===== config.mk =====
export PLATFORM = sky130hd
export DESIGN_NAME = hpc_ctrl
export DESIGN_NICKNAME = d
export VERILOG_FILES = /design/src/rtl/hpc_pkg.sv /design/src/rtl/hpc_ctrl.sv
export SDC_FILE = /design/constraint.sdc
export NUM_CORES = 1
export LEC_CHECK = 0
export ABC_AREA = 1
export ABC_CLOCK_PERIOD_IN_PS = 2100
export BUFFER_PORTS_ARGS = -buffer_cell sky130_fd_sc_hd__buf_2
export CAP_MARGIN = 20
export CORE_UTILIZATION = 45
export DETAILED_ROUTE_END_ITERATION = 7
export GPL_TIMING_DRIVEN = 0
export PLACE_DENSITY = 0.68
export RECOVER_POWER = 50
export SLEW_MARGIN = 20
export SYNTH_ARGS = -nofsm -noshare
export SYNTH_HDL_FRONTEND = slang
export SYNTH_SLANG_ARGS = --single-unit

===== constraint.sdc =====
create_clock -name clk -period 2.1 [get_ports clk]
set_input_delay 0.315 -clock clk [delete_from_list [all_inputs] [get_ports clk]]
set_output_delay 0.315 -clock clk [all_outputs]
set_load 0.05 [all_outputs]

===== src/rtl/hpc_pkg.sv =====
// Package with the shared types and constants of the half-plane polygon clipper.
`timescale 1ns / 1ps
package hpc_pkg;

  localparam int COORD_W   = 24;
  localparam int DIFF_W    = COORD_W + 1;
  localparam int PROD_W    = 2 * DIFF_W;
  localparam int SIDE_W    = PROD_W + 1;
  localparam int DEN_W     = SIDE_W + 1;
  localparam int MAG_W     = SIDE_W + DIFF_W;
  localparam int NUM_W     = MAG_W + 1;
  localparam int DVS_W     = DEN_W + 1;
  localparam int QSAT_BITS = 40;
  localparam int Q_W       = QSAT_BITS + 2;
  localparam int SUM_W     = Q_W + 1;
  localparam int CNT_W     = $clog2(NUM_W + 1);
  localparam int ADDR_W    = 5;
  localparam int IDX_W     = 3;

  localparam logic [IDX_W-1:0] REG_START_X = 3'd0;
  localparam logic [IDX_W-1:0] REG_START_Y = 3'd1;
  localparam logic [IDX_W-1:0] REG_END_X   = 3'd2;
  localparam logic [IDX_W-1:0] REG_END_Y   = 3'd3;
  localparam logic [IDX_W-1:0] REG_KEEP    = 3'd4;

  typedef logic signed [COORD_W-1:0] coord_t;

  typedef struct packed {
    coord_t vertex_x;
    coord_t vertex_y;
    logic   final_vertex;
  } vertex_word_t;

  typedef struct packed {
    coord_t out_x;
    coord_t out_y;
    logic   vertex_present;
    logic   polygon_end;
  } result_word_t;

  typedef struct packed {
    coord_t start_x;
    coord_t start_y;
    coord_t end_x;
    coord_t end_y;
    logic   keep_left;
  } line_cfg_t;

  typedef enum logic [1:0] {
    PT_CUR   = 2'd0,
    PT_PREV  = 2'd1,
    PT_FIRST = 2'd2
  } point_sel_t;

  typedef enum logic {
    AXIS_X = 1'b0,
    AXIS_Y = 1'b1
  } axis_t;

  typedef struct packed {
    logic       load_cur;
    point_sel_t side_sel;
    logic       cap_ein;
    logic       cap_cs;
    logic       cap_den;
    logic       seg_close;
    logic       div_start;
    axis_t      axis;
    logic       cap_cross;
    logic       cap_start;
    logic       emit_cross;
    logic       emit_cur;
    logic       commit;
    logic       finish;
  } cmd_t;

  typedef struct packed {
    logic ein;
    logic cur_in;
    logic prev_in;
    logic first_in;
    logic have_first;
    logic fin;
    logic den_zero;
    logic div_done;
    logic can_emit;
    logic out_free;
  } status_t;

endpackage


===== src/rtl/hpc_ctrl.sv =====
// Controller state machine that sequences each vertex through the datapath.
`timescale 1ns / 1ps
module hpc_ctrl
  import hpc_pkg::*;
(
  input  logic    clk,
  input  logic    rst,
  input  logic    vertex_valid,
  output logic    vertex_ready,
  output cmd_t    cmd,
  input  status_t status
);

  typedef enum logic [13:0] {
    S_IDLE       = 14'b00000000000001,
    S_CUR_SIDE   = 14'b00000000000010,
    S_DECIDE     = 14'b00000000000100,
    S_CS_SIDE    = 14'b00000000001000,
    S_CE_SIDE    = 14'b00000000010000,
    S_DEN_CAP    = 14'b00000000100000,
    S_DEN_CHECK  = 14'b00000001000000,
    S_DIV_X      = 14'b00000010000000,
    S_DIV_Y_GO   = 14'b00000100000000,
    S_DIV_Y      = 14'b00001000000000,
    S_EMIT_CROSS = 14'b00010000000000,
    S_EMIT_CUR   = 14'b00100000000000,
    S_COMMIT     = 14'b01000000000000,
    S_FINISH     = 14'b10000000000000
  } state_t;

  state_t     state, state_next;
  logic [1:0] side_cnt;
  logic       seg_close, seg_close_next;
  logic       side_last;

  assign side_last = (side_cnt == 2'd2);

  always_comb begin
    state_next     = state;
    seg_close_next = seg_close;
    cmd            = '0;
    cmd.side_sel   = PT_CUR;
    cmd.axis       = AXIS_X;
    cmd.seg_close  = seg_close;
    vertex_ready   = 1'b0;
    unique case (state)
      S_IDLE: begin
        vertex_ready = 1'b1;
        if (vertex_valid) begin
          cmd.load_cur = 1'b1;
          state_next   = S_CUR_SIDE;
        end
      end
      S_CUR_SIDE: begin
        if (side_last) state_next = S_DECIDE;
      end
      S_DECIDE: begin
        cmd.cap_ein = 1'b1;
        if (status.have_first && (status.ein != status.prev_in)) begin
          seg_close_next = 1'b0;
          state_next     = S_CS_SIDE;
        end else if (status.ein) begin
          state_next = S_EMIT_CUR;
        end else begin
          state_next = S_COMMIT;
        end
      end
      S_CS_SIDE: begin
        cmd.side_sel = seg_close ? PT_CUR : PT_PREV;
        if (side_last) state_next = S_CE_SIDE;
      end
      S_CE_SIDE: begin
        cmd.side_sel = seg_close ? PT_FIRST : PT_CUR;
        cmd.cap_cs   = (side_cnt == 2'd0);
        if (side_last) state_next = S_DEN_CAP;
      end
      S_DEN_CAP: begin
        cmd.cap_den = 1'b1;
        state_next  = S_DEN_CHECK;
      end
      S_DEN_CHECK: begin
        if (status.den_zero) begin
          cmd.cap_start = 1'b1;
          state_next    = S_EMIT_CROSS;
        end else begin
          cmd.div_start = 1'b1;
          state_next    = S_DIV_X;
        end
      end
      S_DIV_X: begin
        if (status.div_done) begin
          cmd.cap_cross = 1'b1;
          state_next    = S_DIV_Y_GO;
        end
      end
      S_DIV_Y_GO: begin
        cmd.axis      = AXIS_Y;
        cmd.div_start = 1'b1;
        state_next    = S_DIV_Y;
      end
      S_DIV_Y: begin
        cmd.axis = AXIS_Y;
        if (status.div_done) begin
          cmd.cap_cross = 1'b1;
          state_next    = S_EMIT_CROSS;
        end
      end
      S_EMIT_CROSS: begin
        if (status.can_emit) begin
          cmd.emit_cross = 1'b1;
          if (seg_close) state_next = S_FINISH;
          else if (status.cur_in) state_next = S_EMIT_CUR;
          else state_next = S_COMMIT;
        end
      end
      S_EMIT_CUR: begin
        if (status.can_emit) begin
          cmd.emit_cur = 1'b1;
          state_next   = S_COMMIT;
        end
      end
      S_COMMIT: begin
        cmd.commit = 1'b1;
        if (status.fin && status.have_first && (status.first_in != status.cur_in)) begin
          seg_close_next = 1'b1;
          state_next     = S_CS_SIDE;
        end else if (status.fin) begin
          state_next = S_FINISH;
        end else begin
          state_next = S_IDLE;
        end
      end
      S_FINISH: begin
        if (status.out_free) begin
          cmd.finish = 1'b1;
          state_next = S_IDLE;
        end
      end
      default: state_next = S_IDLE;
    endcase
  end

  // The x result is captured with the x axis selected; the y divide is started
  // in the next cycle, once the axis select has moved to y.
  always_ff @(posedge clk) begin
    if (rst) begin
      state     <= S_IDLE;
      side_cnt  <= 2'd0;
      seg_close <= 1'b0;
    end else begin
      state     <= state_next;
      seg_close <= seg_close_next;
      side_cnt  <= (state_next != state) ? 2'd0 : side_cnt + 2'd1;
    end
  end

endmodule


==> metrics, run 1 <==
outcome complete, but fails checks; failing checks design-rule violations; commonest non-fill, non-tap cell in the layout nand2_1; Hold WC Path Type primary input to flip-flop; most frequent CP cell nor2_4; Reg clk slew, reported paths 0.12 ns; htree depth 1; vias in the first global route 1,323; Seq/Total Area, Yosys 24.13%; vias per inst 4.981; Pwr Density 400.2 mW/mm²; clk buf depth 2; die width 57.98 µm; Clk Tree Root Cell clkbuf_4; critical path class flip-flop to output port; worst slew pin tran 0.5521 ns; diode count 0; Setup-failing EPs final 0; largest net degree at the start of global routing 11; initial antenna violation count 0; Layout Cells excl Fill 319; Slew HR 63.19%; DRT Pass-1 Iters 6; clock skew 0.009678 ns; Max-Cap Viols 0; Max Clock Freq 496.2 MHz; routed vias 1,589; number of buffers created by CTS 3; Slew Limit Fails 0; Overflow after GRT 0; RSZ-0062 raised after global routing yes; Final Hold Viols 0; first-pass GRT wire length 5871 µm; most frequent cells in the layout nand2_1 (61), nor2_1 (51), inv_1 (42); Total GRT Usage 22.81%; Design Area, Final 0.001703 mm²; crit path DAT 1.70 ns; cells along the critical path nor2_4 -> nand2_2 -> nor2_4 -> buf_6 -> nand2_1 -> a21oi_1 -> buf_4; final wirelength 3649 µm; post-synth cell types 27; peak supply drop 0.3054 mV; num ports 29; PortBufs 28; clk_lat worst skew 0.30 ns; Sw Pwr 224.8 µW; Clock Power Share 27.6%; Worst setup SP type flip-flop; #FFs+latches synth 17; Nets 304; Die Y 57.98 µm; layout cells sized above 1 22.57%; Tcrit/Tclk final 95.97%; Area after DPL 0.001589 mm²; sw frac 32.98%; Post-Synthesis Cells 253; Initial Utilization 49.43%; yosys warns 0; core box area 0.002853 mm²; initial DRC count 88; # hold bufs at CTS 0; minimum clock period 2.015 ns; cell area after synthesis 0.001410 mm²; Final WS setup 0.08468 ns; Slowest cell on crit path dfxtp_1; Synth Net Count 268; sequential share of power 49.4%; drt wl/cell 11.44 µm; area of the die 0.003362 mm²; largest area contributor in the netlist dfxtp_1; Area Growth Syn to Fin 20.76%; crit-path max FO 10; FP Rows 19; ANT nets after route 0; Synth top area share 24.13%; TNS Setup 0 ns; CP Capture Type output port; CP required 1.78 ns; Cell Int Power 456.7 µW; Avg Cell Area, Syn 5.574 µm²; Placed Cells 312; GP Congestion 0.8896; clock sink total 17; Final HPWL DP 2851 µm; Synth area leaders dfxtp_1 (24%), nand2_1 (17%), nor2_1 (15%); DR DRC count 4; leakage power 0.0009721 µW; Logic pwr share 23.0%; pre-CTS WS 0.2061 ns; CTS tree built; CP max stage delay 0.37 ns
[final cells by class]
cell class              instances  area [µm²]
plain buffers                   5       41.29
multi-input cells             183       869.6
clock inverters                 1       5.005
clock buffers                   3       22.52
fillers                       313        1150
inverters                      48       180.2
repair buffers                 31       202.7
well taps                      31       38.79
flip-flops and latches         17       342.8
[metal layers]
metal	global-route usage (%)	routed length, µm	vias to the layer above	share of wire (%)
met5	0	0	-	0
met4	7.143	40	0	1.1
met3	2.679	163	5	4.5
met2	32.18	1519	44	42
met1	35.72	1925	690	53
li1	-	-	850	-
[kinds of logic after synthesis]
| family | share of synthesized area [%] |
|---|---|
| compound gates | 8.696 |
| buf+inv | 15.44 |
| simple gates | 49.95 |
| flops | 24.14 |
| fa+ha+maj | 1.774 |
[power groups by stage]
stage	sequential, µW	clock [µW]	combinational, µW
CTS	336	193	146
global placement	343	0	145
finish	336	188	157
detailed placement	344	0	145
global route	338	215	174
floorplan	342	0	106
[worst paths after layout]
path	from	end	slack (ns)	depth (start not counted)
max	state[2]	cmd[5]	0.08	7
min	rst	seg_close	0.21	2
max reg2reg	state[10]	side_cnt[0]	0.20	14
min reg2reg	side_cnt[0]	side_cnt[0]	0.43	1
[critical path: cells and delay by family (launching register included)]
family | cells | cell delay [ns]
AO/OA/AOI/OAI | 1 | 0.15
flip-flops | 1 | 0.37
buffers and inverters | 2 | 0.36
AND/OR/NAND/NOR | 4 | 0.51
[cell usage after synthesis]
cell type  count
nor2_2         4
ha_1           2
o211ai_1       3
nand3b_1       2
nor2_4         2
nand2_2        4
inv_1         42
a21oi_1        4
nand3b_2       1
dfxtp_1       17
or2_4          1
nand4_2        1
nand3_2        1
nand4_1        4
nor3_1         4
o2111ai_1      1
nor2_1        55
buf_4          3
nand2_1       62
a31oi_1        1
o21ai_0       12
nand3_1       18
inv_2          5
buf_6          1
clkbuf_1       1
clkinv_1       1
o21ai_1        1
[sequential cells by signal, summed over array words and instances (netlist names)]
name / cells
side_cnt: 2
state: 14
seg_close: 1
[timing repair]
| action | 4_1_cts | 5_1_grt |
|---|---|---|
| setup buffers | 0 | 2 |
| gates cloned | 0 | 1 |
| hold endpoints to repair | 0 | 0 |
| endpoints found under the setup margin | 4 | 11 |
| gates resized for setup | 4 | 25 |
| pin swaps | 0 | 4 |
[per-stage QoR]
| step | hold slack, ns | utilization [%] | power, µW |
|---|---|---|---|
| finish | 0.2070 | 59.69 | 681.5 |
| global route | 0.1950 | 59.69 | 726.9 |
| CTS | 0.2034 | 57.02 | 675.6 |
| detailed placement | 0.4139 | 55.70 | 489.0 |
| global placement | 0.4081 | 55.70 | 488.2 |
| floorplan | 0.3841 | - | 448.3 |
No activity file was read; power rests on OpenSTA's default activity.
==> run 2, diff against run 1 <==
- BUFFER_PORTS_ARGS: -buffer_cell sky130_fd_sc_hd__buf_2 -> not set
- CTS_CLUSTER_DIAMETER: not set -> 200
- DONT_BUFFER_PORTS: not set -> 1
- PLACE_DENSITY: 0.68 -> not set
==> metrics, run 2 (synthesis results as in run 1) <==
crit-path max FO 10; R2R cell count 13; drt wl/cell 12.25 µm; routed vias 1,470; DRT Pass-1 Iters 6; Hold WC Path Type primary input to flip-flop; CTS tree built; clk buf depth 2; cells along the critical path nor2_2 -> nand2_2 -> nor2_4 -> buf_6 -> nand2_1 -> a21oi_4; htree depth 1; Total GRT Usage 23.28%; crit path DAT 1.68 ns; Slew Limit Fails 0; Final Hold Viols 0; ANT nets after route 0; Tcrit/Tclk final 94.91%; Final HPWL DP 2877 µm; final wirelength 3553 µm; Multi-input gate area 949.7 µm²; Setup-failing EPs final 0; leakage power 0.0007974 µW; max FFs per register 14; Register Area 345.3 µm²; Pwr Density 409.9 mW/mm²; Clk Tree Root Cell clkbuf_4; Max Clock Freq 501.7 MHz; area of the die 0.003362 mm²; hold path start rst; layout cells sized above 1 18.53%; Regs by FF count state: 14 flops, side_cnt: 2 flops, seg_close: 1 flops; FP Rows 19; pre-CTS WS -0.07655 ns; worst slew pin tran 0.5871 ns; clock skew 0.005926 ns; largest net degree at the start of global routing 11; diode count 0; Initial Utilization 49.43%; Fill cells 319; number of buffers created by CTS 3; Max-Cap Viols 0; Die Y 57.98 µm; clock sink total 17; CP Capture Type output port; Slew HR 61.03%; Fin Hold WS 0.07981 ns; commonest non-fill, non-tap cell in the layout nand2_1; Overflow after GRT 0; CP required 1.78 ns; TNS Setup 0 ns; largest register by flop count state; Buf/Inv on CP 1; failing checks design-rule violations; num ports 29; clk_lat worst skew 0.29 ns; outcome complete, but fails checks; PortBufs 0; DR DRC count 3; CP Launch Point state[7]; Reg clk slew, reported paths 0.11 ns; die width 57.98 µm; CP max stage delay 0.36 ns; reg-to-reg startpoint state[7]; Nets 275; initial DRC count 82; Hold Path Stages 1; Worst setup SP type flip-flop; Placed Cells 284; Area Growth Syn to Fin 14.55%; first-pass GRT wire length 6030 µm; peak supply drop 0.2658 mV; Worst path top cell family by delay simple AND/OR/NAND/NOR gates; Layout Cells excl Fill 290; vias per inst 5.069; # hold bufs at CTS 0; vias in the first global route 1,370; GP Congestion 0.8548; Power Total 662.1 µW; Worst path depth 6; Slowest cell on crit path dfxtp_1; most frequent cells in the layout nand2_1 (57), nor2_1 (47), inv_1 (37); critical path class flip-flop to output port; Final WS setup 0.1069 ns; minimum clock period 1.993 ns; initial antenna violation count 0; core box area 0.002853 mm²
run 2: final timing paths:
path	endpoint	slack, ns
worst max-delay path	cmd[5]	0.11
worst min-delay path	seg_close	0.08
worst max register to register	side_cnt[1]	0.19
worst min register to register	side_cnt[0]	0.44
run 2: final cells by class:
cell class	instances	area share [%]
well taps	31	2.401
clock buffers	4	1.627
inverters	48	12.55
repair buffers	2	0.9295
flip-flops and latches	17	21.38
plain buffers	5	2.324
multi-input cells	183	58.79
run 2: power by group:
| part | leakage, µW | switching, µW | internal [µW] |
|---|---|---|---|
| logic | 0.000644 | 98.6 | 46.0 |
| clock network | 0.0000150 | 106 | 73.8 |
| registers | 0.000139 | 8.59 | 329 |
| total | 0.000797 | 214 | 449 |
run 2: metrics by stage:
step                      util [%]  instance area (µm²)
after floorplan                  -                 1410
after global placement       50.79                 1449
after detailed placement     50.79                 1449
after CTS                    53.73                 1533
after global routing         56.62                 1615
final                        56.62                 1615
run 2: per-layer routing:
metal  wire, µm  part of all wire [%]  vias up  GRT usage, %
li1           -                     -      794             -
met1       1702                    48      633         32.97
met2       1587                    45       37         35.47
met3        206                   5.8        6         3.795
met4         55                   1.5        0         8.844
met5          0                     0        -             0
run 2: repair_timing:
action                                  4_1_cts  5_1_grt
gates resized for setup                      16       23
endpoints found under the setup margin       10       14
buffers inserted                              0        2
endpoints found under the hold margin         0        0
pin swaps                                     1        8
==> run 3, diff against run 2 <==
- CTS_BUF_LIST: not set -> sky130_fd_sc_hd__clkbuf_8
==> metrics, run 3 (synthesis results as in run 1) <==
outcome complete, but fails checks; failing checks design-rule violations; pre-CTS WS -0.07655 ns; area of the die 0.003362 mm²; Slowest cell on crit path a21oi_4; Die Y 57.98 µm; Max Clock Freq 499.3 MHz; vias per inst 5.114; initial antenna violation count 0; Total GRT Usage 23.33%; die width 57.98 µm; most frequent cells in the layout nand2_1 (59), nor2_1 (48), inv_1 (40); Area after DPL 0.001449 mm²; GP Congestion 0.8548; PortBufs 0; Pwr Density 449.8 mW/mm²; # hold bufs at CTS 0; clk buf depth 2; drt wl/cell 12.30 µm; RSZ-0062 raised after global routing yes; crit path DAT 1.69 ns; num ports 29; Final Hold Viols 0; TNS Setup 0 ns; Max-Cap Viols 0; routed vias 1,478; R2R cell count 12; layout cells sized above 1 16.28%; vias in the first global route 1,388; core box area 0.002853 mm²; Final HPWL DP 2877 µm; FP Rows 19; crit-path max FO 5; minimum clock period 2.003 ns; initial DRC count 103; reg-to-reg startpoint state[8]; Reg clk slew, reported paths 0.07 ns; max FFs per register 14; critical path class flip-flop to output port; Hold WC Path Type primary input to flip-flop; final wirelength 3556 µm; Overflow after GRT 0; commonest non-fill, non-tap cell in the layout nand2_1; clk_lat worst skew 0.25 ns; post-layout util 55.57%; clock skew 0.004340 ns; ANT nets after route 0; cells along the critical path nor2_2 -> nand2_2 -> nor2_4 -> buf_4 -> nand2_1 -> a21oi_4; Slew HR 61.02%; CTS tree built; CP required 1.78 ns; Tcrit/Tclk final 95.38%; CP Launch Point state[8]; htree depth 1; Area Growth Syn to Fin 12.42%; Slew Limit Fails 0; leakage power 0.0008186 µW; CP max stage delay 0.38 ns; Design Area, Final 0.001585 mm²; largest register by flop count state; number of buffers created by CTS 3; Nets 274; Initial Utilization 49.43%; diode count 0; first-pass GRT wire length 6044 µm; Regs by FF count state: 14 flops, side_cnt: 2 flops, seg_close: 1 flops; largest net degree at the start of global routing 11; clock sink total 17; Final WS setup 0.09704 ns; Hold Path Stages 1; Setup-failing EPs final 0; hold path start rst; worst slew pin tran 0.5872 ns; Clk Tree Root Cell clkbuf_8; DRT Pass-1 Iters 6; DR DRC count 3; peak supply drop 0.2505 mV; CP Capture Type output port; Worst setup SP type flip-flop
[run 3: metal layers]
layer / part of all wire [%] / track usage, % / vias up
met1: 49 / 32.41 / 650
met4: 1.1 / 9.864 / 0
met3: 6.0 / 3.348 / 4
li1: - / - / 788
met2: 44 / 36.12 / 36
met5: 0 / 0 / -
[run 3: worst max-delay path: cells and delay by family (launching register included)]
family / cells / cell delay [ns]
simple gates: 4 / 0.57
compound gates: 1 / 0.38
flops: 1 / 0.33
buf+inv: 1 / 0.15
[run 3: worst paths after layout]
path	to	slack [ns]
min	seg_close	0.13
min reg2reg	side_cnt[0]	0.43
max reg2reg	side_cnt[1]	0.16
max	cmd[5]	0.1
[run 3: report_power, final]
group | total (µW) | switching, µW | leakage (µW) | internal [µW]
clock | 237 | 107 | 0.0000269 | 130
sequential | 337 | 6.45 | 0.000139 | 330
combinational | 139 | 96.9 | 0.000653 | 42.6
total | 713 | 211 | 0.000819 | 502
[run 3: area by class of cell]
cell class	count	area, µm²
Fill cell	320	1267
Multi-Input combinational cell	183	922.1
Sequential cell	17	342.8
Inverter	48	195.2
Clock buffer	3	41.29
Tap cell	31	38.79
Buffer	5	33.78
Timing Repair Buffer	1	7.507
Clock inverter	1	3.754
[run 3: repair_timing]
item	in CTS	in global routing
gates resized for setup	17	10
setup endpoints to repair	7	13
setup buffers	0	1
pin swaps	1	2
cloned	0	0
[run 3: metrics by stage]
stage	power, µW	hold WS (ns)	std cells
floorplan	448.3	0.3841	253
global placement	469.9	0.3892	284
detailed placement	470.3	0.3898	284
CTS	726.0	0.1215	288
global route	757.3	0.1149	289
finish	713.1	0.1283	289
